$ cat config.mk
export PLATFORM = sky130hd
export DESIGN_NAME = h264_rtp_fua_fragmenter_flat
export DESIGN_NICKNAME = d
export VERILOG_FILES = /design/src/rtl/h264f_pkg.sv /design/src/rtl/h264f_if.sv /design/src/rtl/h264_rtp_fua_fragmenter.sv /design/src/rtl/h264f_ctrl.sv /design/src/rtl/h264f_dp.sv /design/src/flat_wrapper.sv
export SDC_FILE = /design/constraint.sdc
export NUM_CORES = 1
export LEC_CHECK = 0
export BUFFER_PORTS_ARGS = -buffer_cell sky130_fd_sc_hd__buf_2
export CORE_AREA = 2 2 134 136
export CTS_BUF_LIST = sky130_fd_sc_hd__clkbuf_8
export DETAILED_ROUTE_END_ITERATION = 10
export DIE_AREA = 0 0 136 138
export PLACE_DENSITY_LB_ADDON = 0.05
export SKIP_LAST_GASP = 1
export SLEW_MARGIN = 5
export SYNTH_ARGS = -nofsm -noshare
export SYNTH_HDL_FRONTEND = slang
export SYNTH_SLANG_ARGS = --single-unit
$ cat constraint.sdc
create_clock -name clk_i -period 4.2 [get_ports clk_i]
set_input_delay 0.42 -clock clk_i [delete_from_list [all_inputs] [get_ports clk_i]]
set_output_delay 0.42 -clock clk_i [all_outputs]
set_load 0.05 [all_outputs]
$ cat src/rtl/h264f_pkg.sv
// Shared types and constants for the H.264 RTP FU-A fragmenter.
// No dependencies; every other file in rtl/ refers to it by scoped names.
`default_nettype none

package h264f_pkg;

  localparam int unsigned MTU_W   = 11;
  localparam int unsigned LEN_W   = 16;
  localparam int unsigned TIME_W  = 32;
  localparam int unsigned PADDR_W = 3;
  localparam int unsigned PDATA_W = 32;

  localparam logic [MTU_W-1:0] MTU_RESET = 11'd1436;
  localparam logic [MTU_W-1:0] MTU_FLOOR = 11'd1100;

  localparam logic [7:0] FU_A_TYPE = 8'd28;
  localparam logic [7:0] NRI_MASK  = 8'hE0;
  localparam logic [7:0] START_BIT = 8'h80;
  localparam logic [7:0] HDR_MASK  = 8'h9F;
  localparam logic [7:0] STRT_CLR  = 8'h7F;
  localparam logic [7:0] END_BIT   = 8'h40;

  // register index of mtu_bytes
  localparam logic REG_MTU = 1'b0;

  typedef enum logic [1:0] {
    ST_IDLE,
    ST_START,
    ST_FRAG
  } state_e;

  typedef struct packed {
    logic load;
    logic emit_single;
    logic emit_first;
    logic emit_next;
  } ctrl_cmd_t;

  typedef struct packed {
    logic out_free;
    logic single;
    logic tail;
  } dp_status_t;

endpackage

`default_nettype wire

$ cat src/rtl/h264f_if.sv
// Valid/ready channel interfaces: NAL descriptors in, packet descriptors out.
// Depends on h264f_pkg for field widths.
`default_nettype none

interface h264f_nal_if;
  logic                           valid;
  logic                           ready;
  logic [7:0]                     nal_header;
  logic [h264f_pkg::LEN_W-1:0]    nal_length;
  logic [h264f_pkg::TIME_W-1:0]   timestamp;
  logic                           last_nal;

  modport source (output valid, nal_header, nal_length, timestamp, last_nal,
                  input ready);
  modport sink   (input valid, nal_header, nal_length, timestamp, last_nal,
                  output ready);
endinterface

interface h264f_pkt_if;
  logic                           valid;
  logic                           ready;
  logic [7:0]                     fu_indicator;
  logic [7:0]                     fu_header;
  logic                           has_prefix;
  logic [h264f_pkg::LEN_W-1:0]    byte_offset;
  logic [h264f_pkg::LEN_W-1:0]    payload_bytes;
  logic [h264f_pkg::LEN_W-1:0]    packet_size;
  logic [h264f_pkg::TIME_W-1:0]   packet_time;
  logic                           marker;
  logic                           run_end;

  modport source (output valid, fu_indicator, fu_header, has_prefix, byte_offset,
                  payload_bytes, packet_size, packet_time, marker, run_end,
                  input ready);
  modport sink   (input valid, fu_indicator, fu_header, has_prefix, byte_offset,
                  payload_bytes, packet_size, packet_time, marker, run_end,
                  output ready);
endinterface

`default_nettype wire

$ cat src/rtl/h264_rtp_fua_fragmenter.sv
// H.264 RTP FU-A fragmenter top level: APB register, sequencer, datapath.
// Flow: a NAL word is loaded into the NAL context registers, then the sequencer
//   writes its P packets into the single packet output register, one per cycle
//   while the sink keeps ready high; the next NAL is taken after the last packet.
// Reset: rst_ni (async, low) idles the sequencer, empties the output register
//   and sets mtu_bytes to 1436. Depends on h264f_pkg, h264f_if, ctrl, dp.
`default_nettype none

module h264_rtp_fua_fragmenter (
  input  wire                               clk_i,
  input  wire                               rst_ni,
  // APB-style config port
  input  wire                               psel,
  input  wire                               penable,
  input  wire                               pwrite,
  input  wire  [h264f_pkg::PADDR_W-1:0]     paddr,
  input  wire  [h264f_pkg::PDATA_W-1:0]     pwdata,
  output logic [h264f_pkg::PDATA_W-1:0]     prdata,
  output logic                              pready,
  // NAL descriptor words in, packet descriptor words out
  h264f_nal_if.sink                         nal_i,
  h264f_pkt_if.source                       pkt_o
);

  localparam int unsigned RD_PAD = h264f_pkg::PDATA_W - h264f_pkg::MTU_W;

  // mtu_bytes register; stored raw, the floor is applied when a NAL loads
  logic [h264f_pkg::MTU_W-1:0] mtu_q;
  logic                        reg_idx;
  logic                        cfg_wr;

  h264f_pkg::ctrl_cmd_t  cmd;
  h264f_pkg::dp_status_t status;

  assign pready  = 1'b1;
  assign reg_idx = paddr[2];            // 4-byte stride, low bits ignored
  assign cfg_wr  = psel && penable && pwrite && (reg_idx == h264f_pkg::REG_MTU);
  assign prdata  = (reg_idx == h264f_pkg::REG_MTU) ? {{RD_PAD{1'b0}}, mtu_q} : '0;

  always_ff @(posedge clk_i or negedge rst_ni) begin
    if (!rst_ni) begin
      mtu_q <= h264f_pkg::MTU_RESET;
    end else if (cfg_wr) begin
      mtu_q <= pwdata[h264f_pkg::MTU_W-1:0];
    end
  end

  // sequencer: idle -> start (single or first fragment) -> fragments
  h264f_ctrl u_ctrl (
    .clk_i      (clk_i),
    .rst_ni     (rst_ni),
    .in_valid_i (nal_i.valid),
    .in_ready_o (nal_i.ready),
    .status_i   (status),
    .cmd_o      (cmd)
  );

  h264f_dp u_dp (
    .clk_i        (clk_i),
    .rst_ni       (rst_ni),
    .mtu_cfg_i    (mtu_q),
    .nal_header_i (nal_i.nal_header),
    .nal_length_i (nal_i.nal_length),
    .timestamp_i  (nal_i.timestamp),
    .last_nal_i   (nal_i.last_nal),
    .cmd_i        (cmd),
    .status_o     (status),
    .pkt          (pkt_o)
  );

  // a NAL is held until its last packet has been issued
  a_busy_after_accept: assert property (@(posedge clk_i) disable iff (!rst_ni)
    (nal_i.valid && nal_i.ready) |=> !nal_i.ready)
    else $error("input accepted again right after a NAL word");

  // marker only ever rides on the last packet of a NAL
  a_marker_on_end: assert property (@(posedge clk_i) disable iff (!rst_ni)
    (pkt_o.valid && pkt_o.marker) |-> pkt_o.run_end)
    else $error("marker set on a packet that does not end its NAL");

  // packet size accounts for the FU prefix
  a_size_prefix: assert property (@(posedge clk_i) disable iff (!rst_ni)
    pkt_o.valid |-> (pkt_o.packet_size ==
      (pkt_o.has_prefix ? pkt_o.payload_bytes + 16'd2 : pkt_o.payload_bytes)))
    else $error("packet_size inconsistent with payload and prefix");

  // no more than one command per cycle
  a_one_cmd: assert property (@(posedge clk_i) disable iff (!rst_ni)
    $onehot0({cmd.load, cmd.emit_single, cmd.emit_first, cmd.emit_next}))
    else $error("sequencer issued more than one command");

endmodule

`default_nettype wire

$ cat src/rtl/h264f_ctrl.sv
// Sequencer for the fragmenter: accepts a NAL word and steps the datapath
// through its packets. Depends on h264f_pkg.
`default_nettype none

module h264f_ctrl (
  input  wire                    clk_i,
  input  wire                    rst_ni,
  input  wire                    in_valid_i,
  output logic                   in_ready_o,
  input  h264f_pkg::dp_status_t  status_i,
  output h264f_pkg::ctrl_cmd_t   cmd_o
);

  h264f_pkg::state_e state_q, state_d;

  always_ff @(posedge clk_i or negedge rst_ni) begin
    if (!rst_ni) begin
      state_q <= h264f_pkg::ST_IDLE;
    end else begin
      state_q <= state_d;
    end
  end

  always_comb begin
    state_d    = state_q;
    in_ready_o = 1'b0;
    cmd_o      = '0;
    case (state_q)
      h264f_pkg::ST_IDLE: begin
        in_ready_o = 1'b1;
        if (in_valid_i) begin
          cmd_o.load = 1'b1;
          state_d    = h264f_pkg::ST_START;
        end
      end
      h264f_pkg::ST_START: begin
        if (status_i.out_free) begin
          if (status_i.single) begin
            cmd_o.emit_single = 1'b1;
            state_d           = h264f_pkg::ST_IDLE;
          end else begin
            cmd_o.emit_first = 1'b1;
            state_d          = h264f_pkg::ST_FRAG;
          end
        end
      end
      h264f_pkg::ST_FRAG: begin
        if (status_i.out_free) begin
          cmd_o.emit_next = 1'b1;
          if (status_i.tail) begin
            state_d = h264f_pkg::ST_IDLE;
          end
        end
      end
      default: begin
        state_d = h264f_pkg::ST_IDLE;
      end
    endcase
  end

endmodule

`default_nettype wire

$ cat src/rtl/h264f_dp.sv
// Fragmenter datapath: NAL context, offset/remaining counters and the
// packet output register. Depends on h264f_pkg and h264f_if.
`default_nettype none

module h264f_dp (
  input  wire                                clk_i,
  input  wire                                rst_ni,
  input  wire  [h264f_pkg::MTU_W-1:0]        mtu_cfg_i,
  input  wire  [7:0]                         nal_header_i,
  input  wire  [h264f_pkg::LEN_W-1:0]        nal_length_i,
  input  wire  [h264f_pkg::TIME_W-1:0]       timestamp_i,
  input  wire                                last_nal_i,
  input  h264f_pkg::ctrl_cmd_t               cmd_i,
  output h264f_pkg::dp_status_t              status_o,
  h264f_pkt_if.source                        pkt
);

  localparam int unsigned PADW = h264f_pkg::LEN_W - h264f_pkg::MTU_W;

  // NAL context
  logic [7:0]                   hdr_q;
  logic [h264f_pkg::TIME_W-1:0] time_q;
  logic                         last_q;
  logic [h264f_pkg::MTU_W-1:0]  mtu_q;
  logic [h264f_pkg::MTU_W-1:0]  chunk_q;
  logic [h264f_pkg::LEN_W-1:0]  off_q;
  logic [h264f_pkg::LEN_W-1:0]  left_q;

  // packet register
  logic                         vld_q;
  logic [7:0]                   ind_q;
  logic [7:0]                   fuh_q;
  logic                         pre_q;
  logic [h264f_pkg::LEN_W-1:0]  boff_q;
  logic [h264f_pkg::LEN_W-1:0]  pay_q;
  logic [h264f_pkg::LEN_W-1:0]  size_q;
  logic [h264f_pkg::TIME_W-1:0] ptime_q;
  logic                         mark_q;
  logic                         rend_q;

  logic [h264f_pkg::MTU_W-1:0]  mtu_eff;
  logic [h264f_pkg::LEN_W-1:0]  chunk_w;
  logic [h264f_pkg::LEN_W-1:0]  mtu_w;
  logic [7:0]                   start_hdr;
  logic [7:0]                   mid_hdr;
  logic                         emit;

  assign mtu_eff   = (mtu_cfg_i < h264f_pkg::MTU_FLOOR) ? h264f_pkg::MTU_FLOOR : mtu_cfg_i;
  assign chunk_w   = {{PADW{1'b0}}, chunk_q};
  assign mtu_w     = {{PADW{1'b0}}, mtu_q};
  assign start_hdr = (hdr_q | h264f_pkg::START_BIT) & h264f_pkg::HDR_MASK;
  assign mid_hdr   = start_hdr & h264f_pkg::STRT_CLR;
  assign emit      = cmd_i.emit_single | cmd_i.emit_first | cmd_i.emit_next;

  assign status_o.out_free = !vld_q || pkt.ready;
  assign status_o.single   = (left_q <= mtu_w);
  assign status_o.tail     = (left_q <= chunk_w);

  always_ff @(posedge clk_i) begin
    if (cmd_i.load) begin
      hdr_q   <= nal_header_i;
      time_q  <= timestamp_i;
      last_q  <= last_nal_i;
      mtu_q   <= mtu_eff;
      chunk_q <= mtu_eff - h264f_pkg::MTU_W'(2);
      left_q  <= nal_length_i;
    end else if (cmd_i.emit_first) begin
      off_q  <= 16'd1 + chunk_w;
      left_q <= left_q - 16'd1 - chunk_w;
    end else if (cmd_i.emit_next) begin
      off_q  <= off_q + chunk_w;
      left_q <= left_q - chunk_w;
    end
  end

  always_ff @(posedge clk_i) begin
    if (emit) begin
      ptime_q <= time_q;
    end
    if (cmd_i.emit_single) begin
      ind_q  <= 8'd0;
      fuh_q  <= 8'd0;
      pre_q  <= 1'b0;
      boff_q <= '0;
      pay_q  <= left_q;
      size_q <= left_q;
      mark_q <= last_q;
      rend_q <= 1'b1;
    end else if (cmd_i.emit_first || cmd_i.emit_next) begin
      ind_q <= (hdr_q & h264f_pkg::NRI_MASK) | h264f_pkg::FU_A_TYPE;
      pre_q <= 1'b1;
      if (cmd_i.emit_first) begin
        fuh_q  <= start_hdr;
        boff_q <= 16'd1;
        pay_q  <= chunk_w;
        size_q <= mtu_w;
        mark_q <= 1'b0;
        rend_q <= 1'b0;
      end else if (status_o.tail) begin
        // end fragment carries whatever is left
        fuh_q  <= mid_hdr | h264f_pkg::END_BIT;
        boff_q <= off_q;
        pay_q  <= left_q;
        size_q <= left_q + 16'd2;
        mark_q <= last_q;
        rend_q <= 1'b1;
      end else begin
        fuh_q  <= mid_hdr;
        boff_q <= off_q;
        pay_q  <= chunk_w;
        size_q <= mtu_w;
        mark_q <= 1'b0;
        rend_q <= 1'b0;
      end
    end
  end

  always_ff @(posedge clk_i or negedge rst_ni) begin
    if (!rst_ni) begin
      vld_q <= 1'b0;
    end else if (emit) begin
      vld_q <= 1'b1;
    end else if (pkt.ready) begin
      vld_q <= 1'b0;
    end
  end

  assign pkt.valid         = vld_q;
  assign pkt.fu_indicator  = ind_q;
  assign pkt.fu_header     = fuh_q;
  assign pkt.has_prefix    = pre_q;
  assign pkt.byte_offset   = boff_q;
  assign pkt.payload_bytes = pay_q;
  assign pkt.packet_size   = size_q;
  assign pkt.packet_time   = ptime_q;
  assign pkt.marker        = mark_q;
  assign pkt.run_end       = rend_q;

endmodule

`default_nettype wire
$ cat src/flat_wrapper.sv
// flat-port wrapper written by rule: the top's interface ports become plain ports
module h264_rtp_fua_fragmenter_flat 
  (clk_i, rst_ni, psel, penable, pwrite, paddr, pwdata, prdata, pready, nal_i_valid, nal_i_nal_header, nal_i_nal_length, nal_i_timestamp, nal_i_last_nal, nal_i_ready, pkt_o_valid, pkt_o_fu_indicator, pkt_o_fu_header, pkt_o_has_prefix, pkt_o_byte_offset, pkt_o_payload_bytes, pkt_o_packet_size, pkt_o_packet_time, pkt_o_marker, pkt_o_run_end, pkt_o_ready);
  h264f_nal_if nal_i_i ();
  h264f_pkt_if pkt_o_i ();
  input  wire clk_i;
  input  wire rst_ni;
  input  wire psel;
  input  wire penable;
  input  wire pwrite;
  input  wire  [h264f_pkg::PADDR_W-1:0] paddr;
  input  wire  [h264f_pkg::PDATA_W-1:0] pwdata;
  output logic [h264f_pkg::PDATA_W-1:0] prdata;
  output logic pready;
  input wire logic [$bits(nal_i_i.valid)-1:0] nal_i_valid;
  input wire logic [$bits(nal_i_i.nal_header)-1:0] nal_i_nal_header;
  input wire logic [$bits(nal_i_i.nal_length)-1:0] nal_i_nal_length;
  input wire logic [$bits(nal_i_i.timestamp)-1:0] nal_i_timestamp;
  input wire logic [$bits(nal_i_i.last_nal)-1:0] nal_i_last_nal;
  output wire logic [$bits(nal_i_i.ready)-1:0] nal_i_ready;
  output wire logic [$bits(pkt_o_i.valid)-1:0] pkt_o_valid;
  output wire logic [$bits(pkt_o_i.fu_indicator)-1:0] pkt_o_fu_indicator;
  output wire logic [$bits(pkt_o_i.fu_header)-1:0] pkt_o_fu_header;
  output wire logic [$bits(pkt_o_i.has_prefix)-1:0] pkt_o_has_prefix;
  output wire logic [$bits(pkt_o_i.byte_offset)-1:0] pkt_o_byte_offset;
  output wire logic [$bits(pkt_o_i.payload_bytes)-1:0] pkt_o_payload_bytes;
  output wire logic [$bits(pkt_o_i.packet_size)-1:0] pkt_o_packet_size;
  output wire logic [$bits(pkt_o_i.packet_time)-1:0] pkt_o_packet_time;
  output wire logic [$bits(pkt_o_i.marker)-1:0] pkt_o_marker;
  output wire logic [$bits(pkt_o_i.run_end)-1:0] pkt_o_run_end;
  input wire logic [$bits(pkt_o_i.ready)-1:0] pkt_o_ready;
  assign nal_i_i.valid = nal_i_valid;
  assign nal_i_i.nal_header = nal_i_nal_header;
  assign nal_i_i.nal_length = nal_i_nal_length;
  assign nal_i_i.timestamp = nal_i_timestamp;
  assign nal_i_i.last_nal = nal_i_last_nal;
  assign nal_i_ready = nal_i_i.ready;
  assign pkt_o_valid = pkt_o_i.valid;
  assign pkt_o_fu_indicator = pkt_o_i.fu_indicator;
  assign pkt_o_fu_header = pkt_o_i.fu_header;
  assign pkt_o_has_prefix = pkt_o_i.has_prefix;
  assign pkt_o_byte_offset = pkt_o_i.byte_offset;
  assign pkt_o_payload_bytes = pkt_o_i.payload_bytes;
  assign pkt_o_packet_size = pkt_o_i.packet_size;
  assign pkt_o_packet_time = pkt_o_i.packet_time;
  assign pkt_o_marker = pkt_o_i.marker;
  assign pkt_o_run_end = pkt_o_i.run_end;
  assign pkt_o_i.ready = pkt_o_ready;
  h264_rtp_fua_fragmenter u_core (.clk_i(clk_i), .rst_ni(rst_ni), .psel(psel), .penable(penable), .pwrite(pwrite), .paddr(paddr), .pwdata(pwdata), .prdata(prdata), .pready(pready), .nal_i(nal_i_i), .pkt_o(pkt_o_i));
endmodule
# Word-level counts from Yosys, hierarchy flattened
# Cells that the tools add are included.
dict set report totals {
  output_inout_bits 134
  input_bits 99
  word_cells 93
  reg_bits 206
}
dict set report op_classes {
  n_mux 41
  reduce_logical 13
  bitwise 4
  magnitude_cmp 3
  add_sub_neg 7
  n_eq_ne 6
}
# cell n
set op_table {}
lappend op_table {{$mux W16} 14}
lappend op_table {{$le A16 B11 Y1} 2}
lappend op_table {{$sub A16 B11 Y16} 2}
lappend op_table {{$mux W11} 2}
lappend op_table {{$add A16 B11 Y16} 1}
lappend op_table {{$add A16 B2 Y16 const B} 1}
lappend op_table {{$sub A16 B1 Y16 const B} 1}
lappend op_table {{$mux W1} 15}
lappend op_table {{$mux W2} 7}
lappend op_table {{$add A1 B11 Y12 const A} 1}
lappend op_table {{$lt A11 B11 Y1 const B} 1}
lappend op_table {{$sub A11 B2 Y11 const B} 1}
lappend op_table {{$mux W8} 1}
lappend op_table {{$mux W7} 1}
lappend op_table {{$ne A2 B1 Y1 const B} 3}
lappend op_table {{$pmux W2 S3} 1}
lappend op_table {{$reduce_bool A2 Y1} 3}
lappend op_table {{$reduce_and A4 Y1} 1}
lappend op_table {{$logic_and A1 B1 Y1} 3}
lappend op_table {{$reduce_bool A3 Y1} 1}
lappend op_table {{$eq A2 B1 Y1 const B} 1}
lappend op_table {{$eq A2 B2 Y1 const B} 1}
lappend op_table {{$logic_not A2 Y1} 1}
lappend op_table {{$logic_or A1 B1 Y1} 2}
lappend op_table {{5 further kinds} 7}

# Longest topological paths before layout
dict set report logic_depth {
  ltp_word 7
  depth_mapped 12
  mapped_depth_nobuf 11
}

# Modules after synthesis
# A second synthesis with hierarchy kept.
dict set report unflattened {
  hier_cells 842
  area_unflattened_um2 9877.0
}
# mod cells_each area_each_um2 n_inst
set modules_own_cells {}
lappend modules_own_cells {h264f_dp 767 9011.1 1}
lappend modules_own_cells {h264_rtp_fua_fragmenter 60 725.7 1}
lappend modules_own_cells {h264f_ctrl 15 140.1 1}

# Worst setup path before layout
# OpenSTA, ideal clock, no wires.
dict set report synth_timing {
  kind {reg2reg}
  startpoint {register u_core.u_ctrl.state_q[0]}
  endpoint {register u_core.u_dp.left_q[14] in the netlist's numbering (data pin)}
  synth_period_minus_slack_ns 4.087
  setup_ns 0.346
  arrival_ns 3.741
  n_path_buf 1
  stages_incl_launch_ff 6
  slack_ns 0.113
  path_cell_list {dfrtp_1 > nor2_1 > nand2_1 > inv_1 > clkbuf_1 > o21ai_1}
}
# item line_no
set synth_lines {}
lappend synth_lines {{from (decl)} h264f_ctrl.sv:14} ;# h264f_pkg::state_e state_q, state_d;
lappend synth_lines {{from (signal assigned)} h264f_ctrl.sv:18} ;# state_q <= h264f_pkg::ST_IDLE;
lappend synth_lines {{from (signal assigned)} h264f_ctrl.sv:20} ;# state_q <= state_d;
lappend synth_lines {{to (signal assigned)} h264f_dp.sv:66} ;# left_q <= nal_length_i;
lappend synth_lines {{to (signal assigned)} h264f_dp.sv:69} ;# left_q <= left_q - 16'd1 - chunk_w;
lappend synth_lines {{to (signal assigned)} h264f_dp.sv:72} ;# left_q <= left_q - chunk_w;
lappend synth_lines {{to (decl)} h264f_dp.sv:27} ;# logic [h264f_pkg::LEN_W-1:0] left_q;

# Worst setup path after layout
dict set report layout_timing {
  startpoint {register u_core.u_dp.chunk_q[9] in the netlist's numbering}
  endpoint {register u_core.u_dp.size_q, in the netlist u_core.u_dp.pkt.packet_size[8] (data pin)}
}
dict set report layout_between {
  elab_chain_len 5
}
# item line_no
set layout_rtl {}
lappend layout_rtl {{from (decl)} h264f_dp.sv:25} ;# logic [h264f_pkg::MTU_W-1:0] chunk_q;
lappend layout_rtl {{from (signal assigned)} h264f_dp.sv:65} ;# chunk_q <= mtu_eff - h264f_pkg::MTU_W'(2);
lappend layout_rtl {{$le A16 B11 Y1} h264f_dp.sv:57} ;# assign status_o.tail = (left_q <= chunk_w);
lappend layout_rtl {{$mux W16} h264f_dp.sv:99} ;# end else if (status_o.tail) begin
lappend layout_rtl {{$mux W16} h264f_dp.sv:92} ;# if (cmd_i.emit_first) begin
lappend layout_rtl {{$mux W16} h264f_dp.sv:89} ;# end else if (cmd_i.emit_first || cmd_i.emit_next) begin
lappend layout_rtl {{$mux W16} h264f_dp.sv:80} ;# if (cmd_i.emit_single) begin
lappend layout_rtl {{to (signal assigned)} h264f_dp.sv:86} ;# size_q <= left_q;
lappend layout_rtl {{to (signal assigned)} h264f_dp.sv:96} ;# size_q <= mtu_w;
lappend layout_rtl {{to (signal assigned)} h264f_dp.sv:104} ;# size_q <= left_q + 16'd2;
lappend layout_rtl {{to (decl)} h264f_dp.sv:36} ;# logic [h264f_pkg::LEN_W-1:0] size_q;
# Every way passes these cells. The select of a mux whose other input is x is not followed.
# A chain may end at the register's enable or synchronous reset.

==> summary by stage <==
GRT
The via count of the first global-routing pass is 6061. The met2 track demand over resource is 34.2%. The first global-routing pass estimated 32200 microns of wire.

The global-route met3 utilization is 4.07%. The global routing met1 resource utilization is 32.5%. The largest net degree at the start of global routing is 34. Summed over all layers, the global routing overflow is 0.

In this run the most used layer during global routing was met2. The total global routing track utilization is 22.1%. The number of antenna violations at the first check in global routing is 0.

Synthesis
After synthesis, the largest area contributor takes up 49.4% of total cell area. In the post-synthesis netlist, the biggest area contributors are sky130_fd_sc_hd__edfxtp_1 (49%), sky130_fd_sc_hd__dfxtp_1 (5.8%), sky130_fd_sc_hd__ha_1 (4.7%). After synthesis the cells add up to 0.00960 sq mm. The synthesized design spends more area on one cell type than any other, namely sky130_fd_sc_hd__edfxtp_1. The count of different cell masters after synthesis is 64. The number of flip-flops and latches in the synthesized netlist is 200. Each instance of the synthesized netlist takes up on average 11.5 sq um. The warning count from the yosys run is 0.

The number of cells produced by synthesis is 838. Sequential cells were found to cover 59.0% of the synthesized design area. The synthesized design contains 158 enable-type register cells. The most used flip-flop cell after synthesis is sky130_fd_sc_hd__edfxtp_1. For this run, asynchronously set or reset flops after synthesis account for 7.00%.

STA
Setup repair after global routing left no endpoint under its margin. The fraction of the cycle the final worst path needs is 83.0%. For this run, the top clock speed supported by timing is 287 MHz. The transition time at the pin with the least slew margin is 0.838 ns. The final count of pins violating max slew is 0. The hold violation count in the final report is 0.

On the final layout, the worst clock skew is 0.0259 ns. Setup violations remaining at the end of the flow were counted as 0. Headroom to the max-slew limit came out at 44.1%.

The clock period minus final worst setup slack is 3.49 ns. Setup total negative slack on the finished layout was measured at 0 ns.

Run
The count of max-cap constraint violations is 0.

Worst setup path
The reg2reg setup slack is 0.71 ns. The delay of the slowest cell on the worst path is 0.58 ns. STA puts the critical path data arrival time at 3.70 ns. Of all nets on the critical path, the largest fanout is 20.

The library cell appearing most often on the critical path is sky130_fd_sc_hd__a21oi_1. Traced cell by cell, the critical path runs through inv_1 -> ha_1 -> a21o_1 -> a211oi_1 -> nand2_1 -> o21ai_2 -> nand3b_1 -> a31o_2 -> a21oi_1 -> a21oi_1. The total number of cells along the worst setup path is 10. Data on the critical path is required at its endpoint by 4.41 ns. The number of cell instances on the worst register-to-register path is 10. In this run the critical register-to-register path is launched from u_core.u_dp.chunk_q[9]. The setup path with the least slack is of type flop to flop.

On the critical path, the stage with the largest delay is an instance of sky130_fd_sc_hd__nand3b_1. The cell family with the largest share of critical-path delay is compound AO/OA/AOI/OAI gates. The buffer and inverter count on the worst path is 1. The endpoint identified for the worst register-to-register timing path is u_core.u_dp.pkt.packet_size[8].

The worst setup path is launched from a flop. The kind of capture point of the worst setup path is a flop.

Hold path
Along the worst hold path, the cell count comes to 1. The endpoint of the worst hold-timing path is u_core.u_dp.time_q[29]. In this run the most critical hold path is launched from nal_i_timestamp[29].

The min-delay analysis places its worst path in the category primary input to flop.

Clock network
No sink is reached through more buffers than the 2 on the longest clock path. The clock insertion delay at the later pin of the skew report is 0.47 ns. The clock buffer count from CTS is 17. The count of cells resized by post-cts repair is 0.

The root buffer cell chosen for the clock tree is sky130_fd_sc_hd__clkbuf_8. Clock-pin slew was measured on the worst setup and hold paths at 0.11 ns. TritonCTS built the clock tree. CTS built an H-tree with a depth of 4.

Clock tree synthesis found a total of 200 sinks.

Finish
The area growth from synthesis to layout is 15.6%. The count of fill cells added during filler insertion is 1462. The post-route netlist has 25.0% of its cells at a drive strength greater than 1. The net count of the finished layout is 1169. The number of standard cells in the final layout excluding fillers is 1273. The number of inserted diodes is 0. Leaving out fill and tap cells, the most frequent cells in the layout are sky130_fd_sc_hd__buf_2 (184), sky130_fd_sc_hd__edfxtp_1 (158), sky130_fd_sc_hd__nand2_1 (108). The library cell used most frequently in the layout, excluding fill and tap cells, is sky130_fd_sc_hd__buf_2.

Routing
The overall routed net length is 20700 microns. The post-detailed-route wirelength per cell is 16.3 microns. The routed via count divided by cell count is 5.20.

The routed layout has 6620 vias. The final routed DRC violation total is 0. The antenna violation net count after detailed routing is 0. The first detailed-routing pass ran for 5 iterations. After the first detailed-routing iteration, the DRC count stood at 408.

Placement
At the end of routability-driven placement, the weighted congestion stood at 0.874. The post-placement cell count is 1240. The number of port buffers is 184. Detailed placement ended at an HPWL of 15500 microns.

Floorplanning
The initial cell density of the core is 54.7%. The core region is 0.0175 sq mm. The number of rows in the core area is 49.

For this design the top-level I/O count stands at 233. The total die area is 0.0188 sq mm. The overall die width is 136 microns. The die boundary height is 138 microns.

Power and ir drop
The power density of the placed cells is 886 mW/mm^2. The analysis attributes to cell leakage a power of 4.61 nW. Across the VDD grid, the largest voltage drop is 396 uV.

Status
The run finished with clean final reports.
## area by class of cell
class | count | area [sq um] | share of cell area [%]
Clock buffer | 17 | 234 | 2.11
Clock inverter | 15 | 171 | 1.55
Sequential cell | 200 | 5660 | 51.0
Multi-Input combinational cell | 567 | 3540 | 31.9
Inverter | 48 | 180 | 1.62
Timing Repair Buffer | 197 | 1020 | 9.20
Tap cell | 229 | 287 | 2.58
## metal layers
layer  vias to the layer above  share of wire (%)
met5                         -                  0
met4                         0                1.3
met3                        17                7.2
met2                       222                 45
met1                      3056                 47
li1                       3325                  -
## cell usage after synthesis (2+ instances only)
cell type / count
sky130_fd_sc_hd__nor3_1: 11
sky130_fd_sc_hd__o31ai_1: 5
sky130_fd_sc_hd__nor2_1: 36
sky130_fd_sc_hd__o21ai_1: 5
sky130_fd_sc_hd__nor3b_1: 3
sky130_fd_sc_hd__xor2_1: 12
sky130_fd_sc_hd__conb_1: 2
sky130_fd_sc_hd__a22oi_1: 2
sky130_fd_sc_hd__xnor2_1: 26
sky130_fd_sc_hd__a21oi_1: 84
sky130_fd_sc_hd__a21o_1: 11
sky130_fd_sc_hd__fa_1: 3
sky130_fd_sc_hd__nand3_1: 13
sky130_fd_sc_hd__dfxtp_1: 28
sky130_fd_sc_hd__nand3b_1: 4
sky130_fd_sc_hd__nand2b_1: 4
sky130_fd_sc_hd__mux2i_4: 2
sky130_fd_sc_hd__nor2b_1: 21
sky130_fd_sc_hd__mux2i_1: 7
sky130_fd_sc_hd__o21ai_0: 51
sky130_fd_sc_hd__edfxtp_1: 158
sky130_fd_sc_hd__a31oi_1: 4
sky130_fd_sc_hd__a2111oi_0: 2
sky130_fd_sc_hd__and4_1: 2
sky130_fd_sc_hd__buf_2: 4
sky130_fd_sc_hd__a211oi_1: 3
sky130_fd_sc_hd__ha_1: 36
sky130_fd_sc_hd__inv_1: 47
sky130_fd_sc_hd__dfstp_2: 6
sky130_fd_sc_hd__o211ai_1: 2
sky130_fd_sc_hd__mux2_2: 12
sky130_fd_sc_hd__and3_1: 11
sky130_fd_sc_hd__o21bai_1: 2
sky130_fd_sc_hd__buf_4: 30
sky130_fd_sc_hd__nand2_1: 108
sky130_fd_sc_hd__and2_1: 10
sky130_fd_sc_hd__dfrtp_1: 8
sky130_fd_sc_hd__nand4_1: 10
sky130_fd_sc_hd__nand4b_1: 2
sky130_fd_sc_hd__clkbuf_1: 22
sky130_fd_sc_hd__o21a_1: 6
## flip-flops by register name, indices dropped and copies added, names as in the netlist, 2 cells and up
name / cells
u_core.u_dp.chunk_q: 10
u_core.u_dp.time_q: 32
u_core.u_dp.mtu_q: 11
u_core.u_dp.hdr_q: 8
u_core.u_dp.pkt.byte_offset: 16
u_core.u_dp.left_q: 16
u_core.u_dp.pkt.packet_size: 15
u_core.u_dp.pkt.payload_bytes: 16
u_core.u_dp.pkt.packet_time: 32
u_core.mtu_q: 11
u_core.u_ctrl.state_q: 2
u_core.u_dp.off_q: 16
u_core.u_dp.pkt.fu_header: 7
u_core.u_dp.pkt.fu_indicator: 4
## worst max-delay path by stage
stage	end	start	slack, ns
6_report	u_core.u_dp.pkt.packet_size[8]	u_core.u_dp.chunk_q[9]	0.71
5_1_grt	u_core.u_dp.pkt.packet_size[8]	u_core.u_dp.chunk_q[9]	0.46
4_1_cts	u_core.u_dp.pkt.packet_size[8]	u_core.u_dp.chunk_q[9]	0.71
3_5_place_dp	u_core.u_dp.pkt.packet_size[8]	u_core.u_dp.chunk_q[9]	0.74
3_3_place_gp	u_core.u_dp.pkt.packet_size[8]	u_core.u_dp.chunk_q[9]	0.80
2_1_floorplan	u_core.u_dp.left_q[14]	u_core.u_ctrl.state_q[0]	0.11
## what timing repair did
| item | CTS | global route |
|---|---|---|
| buffers inserted | 0 | 0 |
| endpoints found under the hold margin | 8 | 0 |
| hold buffers | 1 | 0 |
## cell families after synthesis
| family | after synthesis | synth area share [%] |
|---|---|---|
| simple gates | 241 | 12.3 |
| xor+xnor | 38 | 3.47 |
| compound gates | 191 | 11.6 |
| buf+inv | 105 | 5.50 |
| flops | 200 | 59.0 |
| fa+ha+maj | 39 | 5.32 |
| mux | 22 | 2.75 |
| other cells | 2 | 0.0783 |
## stage by stage
step	hold WS [ns]	util, %	setup WS, ns	area (sq um)	total power (W)
6_report	0.117	63.3	0.713	11100	0.00983
5_1_grt	0.0817	63.3	0.458	11100	0.0105
4_1_cts	0.0907	63.3	0.713	11100	0.00987
3_5_place_dp	0.358	60.9	0.742	10700	0.00866
3_3_place_gp	0.353	60.9	0.798	10700	0.00856
2_1_floorplan	0.124	-	0.113	9720	0.00748
## power breakdown
part | internal, W | switching [W]
combinational | 0.00146 | 0.00345
clock | 0.000457 | 0.000752
sequential | 0.00321 | 0.000496
(Power assumes the default switching activity.)
